<file path="config.mk">
export PLATFORM = sky130hd
export DESIGN_NAME = integer_stack_engine
export DESIGN_NICKNAME = d
export VERILOG_FILES = /design/src/hw/rtl/ise_pkg.sv /design/src/hw/rtl/ise_ram.sv /design/src/hw/rtl/ise_front.sv /design/src/hw/rtl/ise_queue.sv /design/src/hw/rtl/ise_back.sv /design/src/hw/rtl/integer_stack_engine.sv
export SDC_FILE = /design/constraint.sdc
export NUM_CORES = 2
export LEC_CHECK = 0
export BUFFER_PORTS_ARGS = -buffer_cell sky130_fd_sc_hd__buf_4
export CAP_MARGIN = 20
export CORE_MARGIN = 2
export CORE_UTILIZATION = 60
export CTS_CLUSTER_SIZE = 40
export DETAILED_ROUTE_END_ITERATION = 10
export MAX_ROUTING_LAYER = met4
export PLACE_DENSITY = 0.8
export SYNTH_ARGS = -nofsm -noshare
export SYNTH_HDL_FRONTEND = slang
export SYNTH_SLANG_ARGS = --single-unit
</file>
<file path="constraint.sdc">
create_clock -name clk -period 7.5 [get_ports clk]
set_input_delay 0.75 -clock clk [delete_from_list [all_inputs] [get_ports clk]]
set_output_delay 0.75 -clock clk [all_outputs]
set_load 0.005 [all_outputs]
</file>
<file path="src/hw/rtl/ise_pkg.sv">
// Shared types and codes for the integer stack engine.
// Holds action and error codes, the internal command format and size constants.
// No dependencies.
`default_nettype none

package ise_pkg;

  localparam int ISE_STACK_DEPTH = 64;
  localparam int ISE_QUEUE_DEPTH = 2;
  localparam int ISE_DATA_W      = 32;

  // Action codes on the input channel
  localparam logic [2:0] ACT_PUSH = 3'd0;
  localparam logic [2:0] ACT_PALL = 3'd1;
  localparam logic [2:0] ACT_POP  = 3'd2;
  localparam logic [2:0] ACT_PINT = 3'd3;
  localparam logic [2:0] ACT_ADD  = 3'd4;

  // Error codes on the result channel
  localparam logic [2:0] ERR_OK         = 3'd0;
  localparam logic [2:0] ERR_FULL       = 3'd1;
  localparam logic [2:0] ERR_POP_EMPTY  = 3'd2;
  localparam logic [2:0] ERR_PINT_EMPTY = 3'd3;
  localparam logic [2:0] ERR_ADD_SHORT  = 3'd4;

  typedef enum logic [2:0] {
    OP_PUSH,
    OP_PALL,
    OP_POP,
    OP_PINT,
    OP_ADD,
    OP_NOP
  } op_t;

  typedef struct packed {
    op_t                          op;
    logic signed [ISE_DATA_W-1:0] value;
  } cmd_t;

  typedef struct packed {
    logic valid;
    cmd_t cmd;
  } cmd_slot_t;

endpackage

`default_nettype wire

</file>
<file path="src/hw/rtl/ise_ram.sv">
// Generic single-write, single-read RAM with registered read data.
// Read data holds until the next read enable. No dependencies.
`default_nettype none

module ise_ram #(
  parameter int WIDTH = 32,
  parameter int DEPTH = 64
) (
  input  wire                      clk,
  input  wire                      we,
  input  wire  [$clog2(DEPTH)-1:0] waddr,
  input  wire  [WIDTH-1:0]         wdata,
  input  wire                      re,
  input  wire  [$clog2(DEPTH)-1:0] raddr,
  output logic [WIDTH-1:0]         rdata
);

  logic [WIDTH-1:0] mem [DEPTH];

  always_ff @(posedge clk) begin
    if (we) begin
      mem[waddr] <= wdata;
    end
    if (re) begin
      rdata <= mem[raddr];
    end
  end

endmodule

`default_nettype wire

</file>
<file path="src/hw/rtl/ise_front.sv">
// Front end: accepts requests, decodes the action into an internal command.
// Holds one decoded command until the queue takes it. Uses ise_pkg.
`default_nettype none

module ise_front
  import ise_pkg::*;
(
  input  wire                          clk,
  input  wire                          rst_n,
  input  wire                          in_valid,
  output logic                         in_ready,
  input  wire  [2:0]                   in_action,
  input  wire  signed [ISE_DATA_W-1:0] in_push_value,
  output cmd_slot_t                    cmd_o,
  input  wire                          cmd_ready
);

  logic valid_r, valid_nxt;
  cmd_t cmd_r, cmd_nxt;
  op_t  op_dec;

  always_comb begin
    unique case (in_action)
      ACT_PUSH: op_dec = OP_PUSH;
      ACT_PALL: op_dec = OP_PALL;
      ACT_POP:  op_dec = OP_POP;
      ACT_PINT: op_dec = OP_PINT;
      ACT_ADD:  op_dec = OP_ADD;
      default:  op_dec = OP_NOP;
    endcase
  end

  assign in_ready = !valid_r || cmd_ready;

  always_comb begin
    valid_nxt = valid_r;
    cmd_nxt   = cmd_r;
    if (in_valid && in_ready) begin
      valid_nxt     = 1'b1;
      cmd_nxt.op    = op_dec;
      cmd_nxt.value = in_push_value;
    end else if (cmd_ready) begin
      valid_nxt = 1'b0;
    end
  end

  always_ff @(posedge clk) begin
    if (!rst_n) begin
      valid_r <= 1'b0;
    end else begin
      valid_r <= valid_nxt;
    end
    cmd_r <= cmd_nxt;
  end

  assign cmd_o.valid = valid_r;
  assign cmd_o.cmd   = cmd_r;

endmodule

`default_nettype wire

</file>
<file path="src/hw/rtl/ise_queue.sv">
// Short command queue between front end and back end.
// Circular buffer of decoded commands. Uses ise_pkg.
`default_nettype none

module ise_queue
  import ise_pkg::*;
#(
  parameter int DEPTH = ISE_QUEUE_DEPTH
) (
  input  wire       clk,
  input  wire       rst_n,
  input  cmd_slot_t push_i,
  output logic      push_ready,
  output cmd_slot_t head_o,
  input  wire       pop
);

  localparam int AW = (DEPTH > 1) ? $clog2(DEPTH) : 1;
  localparam int CW = $clog2(DEPTH + 1);

  cmd_t          slot_r [DEPTH];
  logic [AW-1:0] wptr_r, wptr_nxt, rptr_r, rptr_nxt;
  logic [CW-1:0] cnt_r, cnt_nxt;
  logic          do_push, do_pop;

  function automatic logic [AW-1:0] bump(input logic [AW-1:0] p);
    return (p == AW'(DEPTH - 1)) ? '0 : p + AW'(1);
  endfunction

  assign push_ready = (cnt_r != CW'(DEPTH));
  assign do_push    = push_i.valid && push_ready;
  assign do_pop     = pop && (cnt_r != '0);

  always_comb begin
    wptr_nxt = do_push ? bump(wptr_r) : wptr_r;
    rptr_nxt = do_pop ? bump(rptr_r) : rptr_r;
    cnt_nxt  = cnt_r;
    if (do_push && !do_pop) begin
      cnt_nxt = cnt_r + CW'(1);
    end else if (do_pop && !do_push) begin
      cnt_nxt = cnt_r - CW'(1);
    end
  end

  always_ff @(posedge clk) begin
    if (!rst_n) begin
      wptr_r <= '0;
      rptr_r <= '0;
      cnt_r  <= '0;
    end else begin
      wptr_r <= wptr_nxt;
      rptr_r <= rptr_nxt;
      cnt_r  <= cnt_nxt;
    end
    if (do_push) begin
      slot_r[wptr_r] <= push_i.cmd;
    end
  end

  assign head_o.valid = (cnt_r != '0);
  assign head_o.cmd   = slot_r[rptr_r];

`ifndef SYNTHESIS
  a_cnt_bound: assert property (@(posedge clk) disable iff (!rst_n)
    cnt_r <= CW'(DEPTH))
    else $error("queue count beyond depth");
  a_full_blocks: assert property (@(posedge clk) disable iff (!rst_n)
    (cnt_r == CW'(DEPTH)) && !pop |=> cnt_r == CW'(DEPTH))
    else $error("queue lost an entry while full");
  a_empty_head: assert property (@(posedge clk) disable iff (!rst_n)
    (cnt_r == '0) |-> !head_o.valid)
    else $error("queue shows a head while empty");
`endif

endmodule

`default_nettype wire

</file>
<file path="src/hw/rtl/ise_back.sv">
// Back end: executes commands against the stack memory, drives the result register.
// Sequencer over one ise_ram instance. Uses ise_pkg.
`default_nettype none

module ise_back
  import ise_pkg::*;
#(
  parameter int STACK_DEPTH = ISE_STACK_DEPTH
) (
  input  wire                          clk,
  input  wire                          rst_n,
  input  cmd_slot_t                    head_i,
  output logic                         pop,
  output logic                         out_valid,
  input  wire                          out_ready,
  output logic signed [ISE_DATA_W-1:0] out_value,
  output logic                         out_has_value,
  output logic [2:0]                   out_error,
  output logic                         out_last
);

  localparam int AW = $clog2(STACK_DEPTH);
  localparam int CW = $clog2(STACK_DEPTH + 1);

  typedef enum logic [4:0] {
    S_IDLE = 5'b00001,
    S_PINT = 5'b00010,
    S_ADD1 = 5'b00100,
    S_ADD2 = 5'b01000,
    S_PALL = 5'b10000
  } state_t;

  state_t                  state_r, state_nxt;
  logic [CW-1:0]           cnt_r, cnt_nxt, cnt_m1, cnt_m2;
  logic [AW-1:0]           idx_r, idx_nxt;
  logic [ISE_DATA_W-1:0]   opa_r, opa_nxt;
  logic                    out_valid_r, out_valid_nxt;
  logic [ISE_DATA_W-1:0]   out_value_r;
  logic                    out_has_r, out_last_r;
  logic [2:0]              out_error_r;

  logic                    out_free, emit;
  logic [ISE_DATA_W-1:0]   e_value;
  logic                    e_has, e_last;
  logic [2:0]              e_error;

  logic                    we, re;
  logic [AW-1:0]           waddr, raddr;
  logic [ISE_DATA_W-1:0]   wdata, rdata;
  logic                    full, empty, short;

  ise_ram #(
    .WIDTH (ISE_DATA_W),
    .DEPTH (STACK_DEPTH)
  ) u_store (
    .clk   (clk),
    .we    (we),
    .waddr (waddr),
    .wdata (wdata),
    .re    (re),
    .raddr (raddr),
    .rdata (rdata)
  );

  assign cnt_m1   = cnt_r - CW'(1);
  assign cnt_m2   = cnt_r - CW'(2);
  assign full     = (cnt_r == CW'(STACK_DEPTH));
  assign empty    = (cnt_r == '0);
  assign short    = (cnt_r < CW'(2));
  assign out_free = !out_valid_r || out_ready;

  always_comb begin
    state_nxt = state_r;
    cnt_nxt   = cnt_r;
    idx_nxt   = idx_r;
    opa_nxt   = opa_r;
    pop       = 1'b0;
    re        = 1'b0;
    raddr     = cnt_m1[AW-1:0];
    we        = 1'b0;
    waddr     = cnt_r[AW-1:0];
    wdata     = head_i.cmd.value;
    emit      = 1'b0;
    e_value   = '0;
    e_has     = 1'b0;
    e_error   = ERR_OK;
    e_last    = 1'b1;

    unique case (state_r)
      S_IDLE: begin
        if (head_i.valid && out_free) begin
          pop = 1'b1;
          unique case (head_i.cmd.op)
            OP_PUSH: begin
              emit = 1'b1;
              if (full) begin
                e_error = ERR_FULL;
              end else begin
                we      = 1'b1;
                cnt_nxt = cnt_r + CW'(1);
              end
            end
            OP_POP: begin
              emit = 1'b1;
              if (empty) begin
                e_error = ERR_POP_EMPTY;
              end else begin
                cnt_nxt = cnt_m1;
              end
            end
            OP_PINT: begin
              if (empty) begin
                emit    = 1'b1;
                e_error = ERR_PINT_EMPTY;
              end else begin
                re        = 1'b1;
                state_nxt = S_PINT;
              end
            end
            OP_ADD: begin
              if (short) begin
                emit    = 1'b1;
                e_error = ERR_ADD_SHORT;
              end else begin
                re        = 1'b1;
                state_nxt = S_ADD1;
              end
            end
            OP_PALL: begin
              if (empty) begin
                emit = 1'b1;
              end else begin
                re        = 1'b1;
                idx_nxt   = cnt_m1[AW-1:0];
                state_nxt = S_PALL;
              end
            end
            default: begin
              emit = 1'b1;
            end
          endcase
        end
      end
      S_PINT: begin
        if (out_free) begin
          emit      = 1'b1;
          e_value   = rdata;
          e_has     = 1'b1;
          state_nxt = S_IDLE;
        end
      end
      S_ADD1: begin
        // top is in rdata; fetch the one below it
        opa_nxt   = rdata;
        re        = 1'b1;
        raddr     = cnt_m2[AW-1:0];
        state_nxt = S_ADD2;
      end
      S_ADD2: begin
        if (out_free) begin
          we        = 1'b1;
          waddr     = cnt_m2[AW-1:0];
          wdata     = rdata + opa_r;
          cnt_nxt   = cnt_m1;
          emit      = 1'b1;
          state_nxt = S_IDLE;
        end
      end
      S_PALL: begin
        // walk from top to bottom, one entry per taken result
        if (out_free) begin
          emit    = 1'b1;
          e_value = rdata;
          e_has   = 1'b1;
          e_last  = (idx_r == '0);
          if (idx_r != '0) begin
            re      = 1'b1;
            raddr   = idx_r - AW'(1);
            idx_nxt = idx_r - AW'(1);
          end else begin
            state_nxt = S_IDLE;
          end
        end
      end
      default: begin
        state_nxt = S_IDLE;
      end
    endcase
  end

  always_comb begin
    if (emit) begin
      out_valid_nxt = 1'b1;
    end else if (out_ready) begin
      out_valid_nxt = 1'b0;
    end else begin
      out_valid_nxt = out_valid_r;
    end
  end

  always_ff @(posedge clk) begin
    if (!rst_n) begin
      state_r     <= S_IDLE;
      cnt_r       <= '0;
      out_valid_r <= 1'b0;
    end else begin
      state_r     <= state_nxt;
      cnt_r       <= cnt_nxt;
      out_valid_r <= out_valid_nxt;
    end
    idx_r <= idx_nxt;
    opa_r <= opa_nxt;
    if (emit) begin
      out_value_r <= e_value;
      out_has_r   <= e_has;
      out_error_r <= e_error;
      out_last_r  <= e_last;
    end
  end

  assign out_valid     = out_valid_r;
  assign out_value     = out_value_r;
  assign out_has_value = out_has_r;
  assign out_error     = out_error_r;
  assign out_last      = out_last_r;

`ifndef SYNTHESIS
  a_cnt_bound: assert property (@(posedge clk) disable iff (!rst_n)
    cnt_r <= CW'(STACK_DEPTH))
    else $error("stack count beyond depth");
  a_cnt_step: assert property (@(posedge clk) disable iff (!rst_n)
    $past(rst_n) && (cnt_r != $past(cnt_r)) |->
      (cnt_r == $past(cnt_r) + CW'(1)) || (cnt_r == $past(cnt_r) - CW'(1)))
    else $error("stack count moved by more than one");
  a_walk_nonempty: assert property (@(posedge clk) disable iff (!rst_n)
    (state_r == S_PALL) || (state_r == S_PINT) |-> cnt_r != '0)
    else $error("stack read issued on an empty stack");
  a_err_status: assert property (@(posedge clk) disable iff (!rst_n)
    out_valid_r && (out_error_r != ERR_OK) |-> !out_has_r && out_last_r)
    else $error("error result carries a value or is not last");
`endif

endmodule

`default_nettype wire

</file>
<file path="src/hw/rtl/integer_stack_engine.sv">
// Integer stack engine: bounded LIFO of signed 32-bit values driven by actions.
//
// Input channel (in_valid/in_ready): one request per action with in_action and
// in_push_value. Result channel (out_valid/out_ready): value, has_value, error
// and last. Each request gives one result, except print all on a non-empty
// stack, which gives one result per entry from top to bottom, last on the final.
// Requests pass a decode register and a two-entry command queue before the
// executing sequencer, so the input side keeps flowing while results stall.
// The sequencer takes one command at a time from the queue and starts no new one
// until the current one is done. The stack memory has a single read port:
// print top reads the top entry, then emits it; add reads the top entry, then
// the one below, then writes their sum; print all reads and emits each entry
// in turn, top to bottom. Push, pop and unused actions need no read.
// Reset (rst_n low, synchronous) empties the stack and drops queued requests
// and any pending result; memory contents are not cleared. When out_ready is
// low the result register holds and the sequencer waits; the queue then fills
// and in_ready falls.
// Depends on ise_pkg, ise_front, ise_queue, ise_back and ise_ram.
`default_nettype none

module integer_stack_engine
  import ise_pkg::*;
#(
  parameter int STACK_DEPTH = ISE_STACK_DEPTH
) (
  input  wire                          clk,
  input  wire                          rst_n,
  input  wire                          in_valid,
  output logic                         in_ready,
  input  wire  [2:0]                   in_action,
  input  wire  signed [ISE_DATA_W-1:0] in_push_value,
  output logic                         out_valid,
  input  wire                          out_ready,
  output logic signed [ISE_DATA_W-1:0] out_value,
  output logic                         out_has_value,
  output logic [2:0]                   out_error,
  output logic                         out_last
);

  cmd_slot_t front_cmd, queue_head;
  logic      queue_ready, queue_pop;

  ise_front u_front (
    .clk           (clk),
    .rst_n         (rst_n),
    .in_valid      (in_valid),
    .in_ready      (in_ready),
    .in_action     (in_action),
    .in_push_value (in_push_value),
    .cmd_o         (front_cmd),
    .cmd_ready     (queue_ready)
  );

  ise_queue #(
    .DEPTH (ISE_QUEUE_DEPTH)
  ) u_queue (
    .clk        (clk),
    .rst_n      (rst_n),
    .push_i     (front_cmd),
    .push_ready (queue_ready),
    .head_o     (queue_head),
    .pop        (queue_pop)
  );

  ise_back #(
    .STACK_DEPTH (STACK_DEPTH)
  ) u_back (
    .clk           (clk),
    .rst_n         (rst_n),
    .head_i        (queue_head),
    .pop           (queue_pop),
    .out_valid     (out_valid),
    .out_ready     (out_ready),
    .out_value     (out_value),
    .out_has_value (out_has_value),
    .out_error     (out_error),
    .out_last      (out_last)
  );

endmodule

`default_nettype wire
</file>
==> results.yml <==
outcome:
  status: "complete, no violations"
clocking:
  tritoncts: "done"
  clock_sinks: 2279
  cts_inserted_buffers: 210
  cts_root_buf: "clkbuf_16"
  cts_resized: 0
  htreeDepth: 4
  clockBufferDepth: 3
  hold_buffers: 0
  post-cts-setup-buffer-count: 0
  clk_pin_slew_ps: 60
  clk_latency_ps: 870
synthesis:
  synthCells: 5141
  ys_seq_elements: 2279
  ys.flop_type: "edfxtp_1"
  yosys_warnings: 0
  synth-simple-area-share_pct: 7.12
  synth_top_family_by_area: "multiplexers"
  synth_area_leaders: "edfxtp_1 (76%), mux4_2 (6.6%), nand2_1 (3.3%)"
  synth_area_leader_cell: "edfxtp_1"
  syn-num-nets: 5219
  yosysMostFrequentCell: "edfxtp_1"
  ys_types: 76
  synth.yosys.seq_area_share_pct: 76.7
  synth_compound_area_share_pct: 5.14
  yosys.area_share.adder_pct: 0.557
  synthMuxAreaShare_pct: 8.35
  avgSynthCellArea_um2: 17.3
  synth-xor-area-share_pct: 0.512
  netlist.area_leader.share_pct: 76.3
  ys_async_sr_fraction_pct: 0
  synth_edf_count: 2260
  syn-cell-area_mm2: 0.0889
  yosys-top-cells-count: "edfxtp_1 (2,260), nand2_1 (771), mux4_2 (262)"
setup_path:
  cpMostUsedCell: "buf_4"
  required_ps: 8110
  worst-path-max-fanout: 46
  cp-start-kind: "flop"
  worstPathArrival_ps: 6710
  max_stage_delay_ps: 930
  slowest_stage: "o21ai_0"
  r2r_cells: 13
  cp_cell_sequence: "nor4_2 > nand2_1 > clkinv_1 > buf_4 > a211o_1 > buf_4 > nand2_4 > buf_4 > a211oi_1 > a311oi_1 > o21ai_0 > nand4_1 > a211o_1"
  critPathCaptureType: "flop"
  crit_type: "reg -> reg"
sta:
  finalClockSkew_ps: 48.9
  maxSlewViolCount: 0
  period_share_pct: 81.3
  rsz0062_at_grt: "no"
  min_period_ps: 6090
  fin_tns_setup_ps: 0
  finalHoldViolCount: 0
  fmax_ghz: 0.164
  worst_slew_pin_slew_ps: 1190
  final-setup-viol-count: 0
  max_slew_margin_pct: 20.6
pwr:
  power_frac_seq_pct: 48.4
  p_comb_share_pct: 18.6
  vdd_ir_drop_max_v: 0.000245
  p_sw_uw: 8960
  switching_share_pct: 28.5
  p_leak_uw: 0.0326
  intPower_uw: 22400
  power.share.clock_pct: 32.9
  power.density_mw_per_mm2: 315
place:
  place_hpwl_um: 130000
  gp_congestion: 0.934
  dp.cells: 7020
  io_buffers: 77
  place_area_mm2: 0.0930
min_path:
  min_path_cells: 1
  hold_class: "in -> reg"
detailed_routing:
  antenna_left: 0
  routed_wl_um: 245000
  wl_per_cell_um: 32.9
  vias_per_cell: 7.02
  drtIter0Drc: 9378
  drc_errors: 0
  dr.pass1.iters: 9
  dr_total_vias: 52200
die:
  dieHeight_um: 389
  start_util_pct: 60.3
  die-area_mm2: 0.151
  die_x_um: 389
  row_count: 141
  core-area_mm2: 0.147
  io_pins: 78
global_route:
  grt_use_total_pct: 33.2
  grt_overflow: 0
  grt_pass1_vias: 50500
  grt_pass1_wl_um: 348000
  grt_antenna_before_repair: 19
  grt_max_degree: 226
job:
  drv_cap: 0
cells_and_area:
  areaGrowthSynthToFinish_pct: 12.2
  stdcell_area_mm2: 0.0997
  layoutNonFillerInstCount: 7433
  nets: 5383
  layout-drive-gt1-share_pct: 17.2
==> final timing paths <==
| path | startpoint | end | slack, ps |
|---|---|---|---|
| max | u_back.state_r[4]$_SDFFE_PN0P_ | u_back.u_store.rdata[21]$_DFFE_PP_ | 1410 |
| min | in_push_value[18] | u_front.cmd_o[18]$_DFFE_PP_ | 60 |
| max reg2reg | u_back.state_r[4]$_SDFFE_PN0P_ | u_back.u_store.rdata[21]$_DFFE_PP_ | 1410 |
| min reg2reg | u_front.cmd_o[21]$_DFFE_PP_ | u_queue.slot_r[1][21]$_DFFE_PP_ | 450 |
==> per-layer routing <==
layer | GRT usage, % | up-vias | wire length, um
met5 | - | - | 0
met4 | 16.5 | 0 | 13600
met3 | 9.39 | 762 | 36100
met2 | 48.3 | 4615 | 111000
met1 | 43.5 | 26000 | 83800
li1 | - | 20800 | -
==> registers in the layout, indices dropped and copies added (netlist names), 2 cells and up, named ones only <==
name and cells:
u_back.u_store.mem 2048, u_queue.slot_r 70, u_front.cmd_o 35, u_back.opa_r 32
u_back.out_value 32, u_back.u_store.rdata 32, u_back.cnt_r 7, u_back.idx_r 6
u_back.state_r 5, u_back.out_error 3, u_queue.cnt_r 2
==> power groups by stage <==
| stage | sequential (uW) | clock (uW) | combinational [uW] |
|---|---|---|---|
| after floorplan | 15600 | 0 | 3180 |
| after global placement | 15500 | 0 | 5390 |
| after detailed placement | 15500 | 0 | 5550 |
| after CTS | 15200 | 10400 | 5640 |
| after global routing | 15200 | 10800 | 6020 |
| final | 15200 | 10300 | 5840 |
==> placed cells by master (no fill, tap or decap), drive strengths merged, types with 10 or more instances in the layout <==
cell type | netlist | final
a21oi | 101 | 101
dfxtp | 19 | 19
a21boi | 11 | 11
clkbuf | 132 | 253
a311oi | 24 | 24
o21a | 10 | 10
and3 | 59 | 59
edfxtp | 2260 | 2260
a31oi | 37 | 37
nor2b | 16 | 16
diode | 0 | 19
and2 | 36 | 36
mux4 | 262 | 262
a211oi | 74 | 74
mux2i | 147 | 147
a22oi | 124 | 124
xnor2 | 32 | 32
nand2 | 771 | 771
a32oi | 101 | 101
buf | 163 | 247
o21ai | 67 | 67
xor2 | 20 | 20
or2 | 11 | 11
nand4 | 96 | 96
nor2 | 125 | 125
a211o | 26 | 26
inv | 15 | 29
or3 | 10 | 10
bufinv | 0 | 13
clkinv | 2 | 107
nand3 | 226 | 226
nor3 | 26 | 26
a21o | 16 | 16
ha | 38 | 38
==> cell families after synthesis <==
group	after synthesis
adders and majority gates	39
buffers and inverters	312
AOI/OAI and AO/OA	637
DFF	2279
and+or+nand+nor	1408
xor gates and xnor gates	52
muxes	414
==> through the flow <==
step	setup slack, ps	util, %	hold WS, ps	total power (uW)
after floorplan	1750	-	421	18700
after global placement	1860	63.1	426	20800
after detailed placement	1730	63.1	435	21000
after CTS	1790	67.6	13.9	31200
after global routing	1440	67.6	32.4	32100
final	1410	67.6	58.7	31400
==> worst max-delay path: cells and delay by family, from the launching register on <==
family                 cells  cell delay, ps
AOI/OAI and AO/OA          5            2100
and+or+nand+nor            4            1820
buffers and inverters      4            1470
DFF                        1             430
==> cell type report <==
cell class                 count  area (um^2)
fill                        8696        47700
inverter                      17         63.8
clock buffer                 253         5440
clock inverter               138         1180
multi-input combinational   2550        20300
sequential                  2279        68200
antenna                       19         47.5
tap                         1930         2410
timing repair buffer         247         2090
No activity file was read; power rests on OpenSTA's default activity.
